==> src/sv/cia_pkg.sv <==
// Shared types and constants for the checked 64-bit integer ALU.
package cia_pkg;

    localparam int WORD_W    = 64;
    localparam int DIV_STEPS = 64;
    localparam int HALF_W    = 32;

    localparam logic [4:0] OP_ADD  = 5'd0;
    localparam logic [4:0] OP_SUB  = 5'd1;
    localparam logic [4:0] OP_MUL  = 5'd2;
    localparam logic [4:0] OP_DIV  = 5'd3;
    localparam logic [4:0] OP_REM  = 5'd4;
    localparam logic [4:0] OP_SHL  = 5'd5;
    localparam logic [4:0] OP_SHR  = 5'd6;
    localparam logic [4:0] OP_AND  = 5'd7;
    localparam logic [4:0] OP_OR   = 5'd8;
    localparam logic [4:0] OP_XOR  = 5'd9;
    localparam logic [4:0] OP_EQ   = 5'd10;
    localparam logic [4:0] OP_NE   = 5'd11;
    localparam logic [4:0] OP_LT   = 5'd12;
    localparam logic [4:0] OP_GT   = 5'd13;
    localparam logic [4:0] OP_LE   = 5'd14;
    localparam logic [4:0] OP_GE   = 5'd15;
    localparam logic [4:0] OP_LAND = 5'd16;
    localparam logic [4:0] OP_LOR  = 5'd17;
    localparam logic [4:0] OP_PLUS = 5'd18;
    localparam logic [4:0] OP_NEG  = 5'd19;
    localparam logic [4:0] OP_NOT  = 5'd20;

    localparam logic [1:0] SEL_SIMPLE = 2'd0;
    localparam logic [1:0] SEL_MUL    = 2'd1;
    localparam logic [1:0] SEL_DIV    = 2'd2;
    localparam logic [1:0] SEL_REM    = 2'd3;

    localparam logic [WORD_W-1:0] MIN_WORD = {1'b1, {(WORD_W-1){1'b0}}};

    // Sideband that travels next to the divider stages.
    typedef struct packed {
        logic [1:0]        sel;
        logic [WORD_W-1:0] val;
        logic              isb;
        logic              err;
        logic              negq;
        logic              negr;
    } t_side;

endpackage

==> src/sv/cia_front.sv <==
// Decode, kind checks and simple operations of the ALU, with the first register stage.
module cia_front (
    input  logic                       i_clk,
    input  logic                       i_en,
    input  logic [4:0]                 i_action,
    input  logic [cia_pkg::WORD_W-1:0] i_a,
    input  logic [cia_pkg::WORD_W-1:0] i_b,
    input  logic                       i_a_bool,
    input  logic                       i_b_bool,
    output cia_pkg::t_side             o_side,
    output logic [cia_pkg::WORD_W-1:0] o_a,
    output logic [cia_pkg::WORD_W-1:0] o_b,
    output logic [cia_pkg::WORD_W-1:0] o_ma,
    output logic [cia_pkg::WORD_W-1:0] o_mb
);
    import cia_pkg::*;

    t_side             n_side;
    t_side             r_side;
    logic [WORD_W-1:0] r_a, r_b, r_ma, r_mb;
    logic              both_int, both_bool, a_nz, b_nz, lt, gt, cnt_bad;

    assign both_int  = !i_a_bool && !i_b_bool;
    assign both_bool = i_a_bool && i_b_bool;
    assign a_nz      = (i_a != '0);
    assign b_nz      = (i_b != '0);
    assign lt        = ($signed(i_a) < $signed(i_b));
    assign gt        = ($signed(i_b) < $signed(i_a));
    assign cnt_bad   = (i_b[WORD_W-1:6] != '0);

    always_comb begin
        n_side      = '0;
        n_side.sel  = SEL_SIMPLE;
        n_side.negq = i_a[WORD_W-1] ^ i_b[WORD_W-1];
        n_side.negr = i_a[WORD_W-1];
        if (i_action inside {[OP_ADD:OP_GE]} && !both_int) begin
            n_side.err = 1'b1;
        end else begin
            case (i_action)
                OP_ADD: n_side.val = i_a + i_b;
                OP_SUB: n_side.val = i_a - i_b;
                OP_MUL: n_side.sel = SEL_MUL;
                OP_DIV, OP_REM: begin
                    if (!b_nz || (i_a == MIN_WORD && i_b == '1)) begin
                        n_side.err = 1'b1;
                    end else begin
                        n_side.sel = (i_action == OP_DIV) ? SEL_DIV : SEL_REM;
                    end
                end
                OP_SHL: begin
                    if (cnt_bad) n_side.err = 1'b1;
                    else n_side.val = i_a << i_b[5:0];
                end
                OP_SHR: begin
                    if (cnt_bad) n_side.err = 1'b1;
                    else n_side.val = $signed(i_a) >>> i_b[5:0];
                end
                OP_AND: n_side.val = i_a & i_b;
                OP_OR:  n_side.val = i_a | i_b;
                OP_XOR: n_side.val = i_a ^ i_b;
                OP_EQ:  begin n_side.isb = 1'b1; n_side.val = WORD_W'(i_a == i_b); end
                OP_NE:  begin n_side.isb = 1'b1; n_side.val = WORD_W'(i_a != i_b); end
                OP_LT:  begin n_side.isb = 1'b1; n_side.val = WORD_W'(lt); end
                OP_GT:  begin n_side.isb = 1'b1; n_side.val = WORD_W'(gt); end
                OP_LE:  begin n_side.isb = 1'b1; n_side.val = WORD_W'(!gt); end
                OP_GE:  begin n_side.isb = 1'b1; n_side.val = WORD_W'(!lt); end
                OP_LAND, OP_LOR: begin
                    if (!both_bool) begin
                        n_side.err = 1'b1;
                    end else begin
                        n_side.isb = 1'b1;
                        n_side.val = (i_action == OP_LAND) ? WORD_W'(a_nz && b_nz)
                                                           : WORD_W'(a_nz || b_nz);
                    end
                end
                OP_PLUS: begin
                    if (i_a_bool) n_side.err = 1'b1;
                    else n_side.val = i_a;
                end
                OP_NEG: begin
                    if (i_a_bool || i_a == MIN_WORD) n_side.err = 1'b1;
                    else n_side.val = '0 - i_a;
                end
                OP_NOT: begin
                    if (!i_a_bool) begin
                        n_side.err = 1'b1;
                    end else begin
                        n_side.isb = 1'b1;
                        n_side.val = WORD_W'(!a_nz);
                    end
                end
                default: n_side.err = 1'b1;
            endcase
        end
    end

    always_ff @(posedge i_clk) begin
        if (i_en) begin
            r_side <= n_side;
            r_a    <= i_a;
            r_b    <= i_b;
            r_ma   <= i_a[WORD_W-1] ? ('0 - i_a) : i_a;
            r_mb   <= i_b[WORD_W-1] ? ('0 - i_b) : i_b;
        end
    end

    assign o_side = r_side;
    assign o_a    = r_a;
    assign o_b    = r_b;
    assign o_ma   = r_ma;
    assign o_mb   = r_mb;

endmodule

==> config.mk <==
export PLATFORM = sky130hd
export DESIGN_NAME = cia_front
export DESIGN_NICKNAME = d
export VERILOG_FILES = /design/src/sv/cia_pkg.sv /design/src/sv/cia_front.sv
export SDC_FILE = /design/constraint.sdc
export NUM_CORES = 2
export LEC_CHECK = 0
export BUFFER_PORTS_ARGS = -buffer_cell sky130_fd_sc_hd__buf_4
export CORE_ASPECT_RATIO = 1.5
export CORE_MARGIN = 1
export CORE_UTILIZATION = 30
export CTS_CLUSTER_DIAMETER = 150
export CTS_CLUSTER_SIZE = 8
export DETAILED_ROUTE_END_ITERATION = 12
export PLACE_DENSITY_LB_ADDON = 0.2
export SETUP_SLACK_MARGIN = 0.3
export SYNTH_ARGS = -nofsm -noshare
export SYNTH_HDL_FRONTEND = slang
export SYNTH_SLANG_ARGS = --single-unit
==> constraint.sdc <==
create_clock -name i_clk -period 8.1 [get_ports i_clk]
set_clock_uncertainty 0.1 [all_clocks]
set_input_delay 0.405 -clock i_clk [delete_from_list [all_inputs] [get_ports i_clk]]
set_output_delay 0.405 -clock i_clk [all_outputs]
set_load 0.03 [all_outputs]
==> out/metrics.yaml <==
outcome: "finished with violations"
violations: "capacitance limit, slew limit"
worst_setup_path_start_kind: "input pin"
path_max_fanout: 11
io_pins: 463
initial_utilization_pct: 30.2
fin_setup_tns_ns: 0
dr.pass1.iters: 8
final_cell_mix: "buf_4, nor2_1, a21oi_1"
required_ns: 8.40
syn_area_per_cell_um2: 8.23
synth_edf_count: 323
cts_buffer_depth: 3
finalSetupViolations: 0
slew_viol_final: 2
clkTransAtPathRegs_ns: 0.08
async_flop_share_pct: 0
layout-drive-gt1-share_pct: 17.2
cts_setup_buffers: 0
postRouteAntennaNets: 0
min_period_over_period_pct: 71.5
rows: 155
vias: 39800
drtIter0Drc: 5201
rsz0062_at_grt: "false"
ys_types: 84
yosys_warnings: 0
syn_to_final_growth_pct: 18.6
worstSetupEndpointType: "register"
ys_seq_elements: 323
cts_tree: "done"
leakage_nw: 16.5
path_buf_inv: 4
pwr_density_cell_nw_per_um2: 156
syn-num-nets: 4767
totalWireLength_um: 233000
cts_root_buf: "clkbuf_16"
grt_max_degree: 136
tritoncts.num_buffers: 46
die_y_um: 426
cp_data_arrival_time_ns: 6.10
yosysSeqAreaShare_pct: 27.0
gp_congestion: 1.08
vdd_drop_max_v: 0.000157
timing.fmax_mhz: 173
grt_pass1_vias: 38400
antenna_found_initial: 26
die_w_um: 285
hold_viol: 0
fin_nets: 5065
critPathSlowestCell: "o311ai_0"
dieArea_um2: 121000
cp_num_cells: 16
routedWlPerCell_um: 37.2
post-route-drc-count: 0
grt_pass1_wl_um: 316000
fin_ws_ns: 2.31
yosys.area.top_type_share_pct: 27.0
numClockSinks: 323
numPortBuffers: 462
worst-setup-path-type: "input pin to register"
place_hpwl_um: 175000
finalCriticalPeriod_ns: 5.79
slowest_delay_ns: 0.84
synthCells: 4369
synthTopCellsByArea: "edfxtp_1, ha_1, mux4_2"
post-place-ws_ns: 2.05
yosys.area.top_type: "edfxtp_1"
crit_chain: "dlygate4sd3_1 > buf_4 > inv_1 > ha_1 > inv_1 > fa_1 > nor2b_1 > o311ai_0 > a21oi_1 > a2111oi_2 > o211ai_1 > a21oi_1 > o221ai_1 > o21ai_0 > nor4bb_1 > o41ai_1"
hold_path_class: "input pin to register"
avgViaCountPerCell: 6.37
worst_slew_pin_slew_ns: 1.69
grt.overflow.total: 0
crit_family: "compound AO/OA/AOI/OAI gates"
relSlewSlack_pct: -13.5
startpoint: "i_a[0]"
cp-endpoint: "o_side[4]$_SDFFCE_PP0P_"
fp.coreArea_um2: 119000
htreeDepth: 2
ys.flop_type: "edfxtp_1"
syn_area_um2: 35900
grt_usage_pct: 37.0
drv_cap: 1
final_common_cell: "buf_4"
[cell type report]
cell class              count  area (um^2)
diodes                      9         22.5
multi-input cells        3472        24100
flip-flops and latches    323         9700
repair buffers            611         4800
well taps                1570         1960
inverters                 213          802
clock inverters             4         66.3
clock buffers              46         1150
fillers                 12500        76300
[cell usage after synthesis (27+ instances only)]
cell,count
nor2_1,467
a21oi_1,398
nand2_1,387
edfxtp_1,323
o21ai_0,316
clkbuf_1,260
ha_1,259
inv_1,208
xnor2_1,189
mux2i_1,152
nor3_1,99
mux4_2,90
nand3_1,88
nand4_1,60
o211ai_1,60
o22ai_1,59
buf_1,57
o31ai_1,55
a211oi_1,54
a221oi_1,53
a22oi_1,52
nor4_1,51
o21bai_1,50
a31oi_1,46
buf_2,40
or3_1,40
a21o_1,37
mux2_2,37
o221ai_1,34
nand2b_1,27
[repair_timing]
item,in CTS,in global routing
setup endpoints to repair,0,0
hold buffers,56,0
resized for setup,0,0
hold endpoints to repair,56,0
[where the power goes]
group          internal [mW]  switching [mW]  leakage, nW  total [mW]
clock                   1.00           0.854        0.593        1.86
combinational          0.816            1.90         12.8        2.71
sequential              2.02          0.0614         3.14        2.08
total                   3.84            2.81         16.5        6.65
[cells by family (layout without fill, tap and decap cells)]
group / count (synthesis) / count (layout) / share of synthesized area, %
compound gates: 1391 / 1391 / 24.8
simple gates: 1350 / 1350 / 17.3
buf+inv: 574 / 874 / 6.18
flops: 323 / 323 / 27.0
mux: 279 / 279 / 11.0
fa+ha+maj: 262 / 262 / 9.16
xor+xnor: 190 / 190 / 4.63
other cells: 0 / 9 / 0
[routing by layer]
metal  global-route usage [%]  up-vias  routed length, um
met5                        0        -                 86
met4                     35.6       14              27200
met3                     8.55      912              19500
met2                     59.9     2619             106000
met1                     39.6    19400              79900
li1                         -    16800                  -
[worst min path at each step]
stage / from / to / slack [ns] / depth (start not counted)
floorplan: i_a[0] / o_a[0]$_DFFE_PP_ / 0.40 / 0
finish: i_b[1] / o_b[1]$_DFFE_PP_ / 0.008 / 1
global route: i_b[53] / o_b[53]$_DFFE_PP_ / 0.005 / 1
CTS: i_b[1] / o_b[1]$_DFFE_PP_ / 0.002 / 1
global placement: i_b[42] / o_b[42]$_DFFE_PP_ / 0.56 / 1
detailed placement: i_b[42] / o_b[42]$_DFFE_PP_ / 0.56 / 1
[state kept, by name (all words and copies together), names as in the netlist]
name	count
o_side	70
o_b	64
o_a	63
o_ma	63
o_mb	63
[stage by stage]
step                      cell area, um^2  power, mW  hold WS [ns]  instances  util [%]
after floorplan                     35900       3.58         0.404       4369         -
after global placement              40800       4.71         0.558       6131      34.3
after detailed placement            40800       4.70         0.559       6131      34.3
after CTS                           42600       6.59       0.00217       6237      35.8
after global routing                42600       6.82       0.00499       6242      35.8
final                               42600       6.65       0.00794       6248      35.9
No activity file was read; power rests on OpenSTA's default activity.
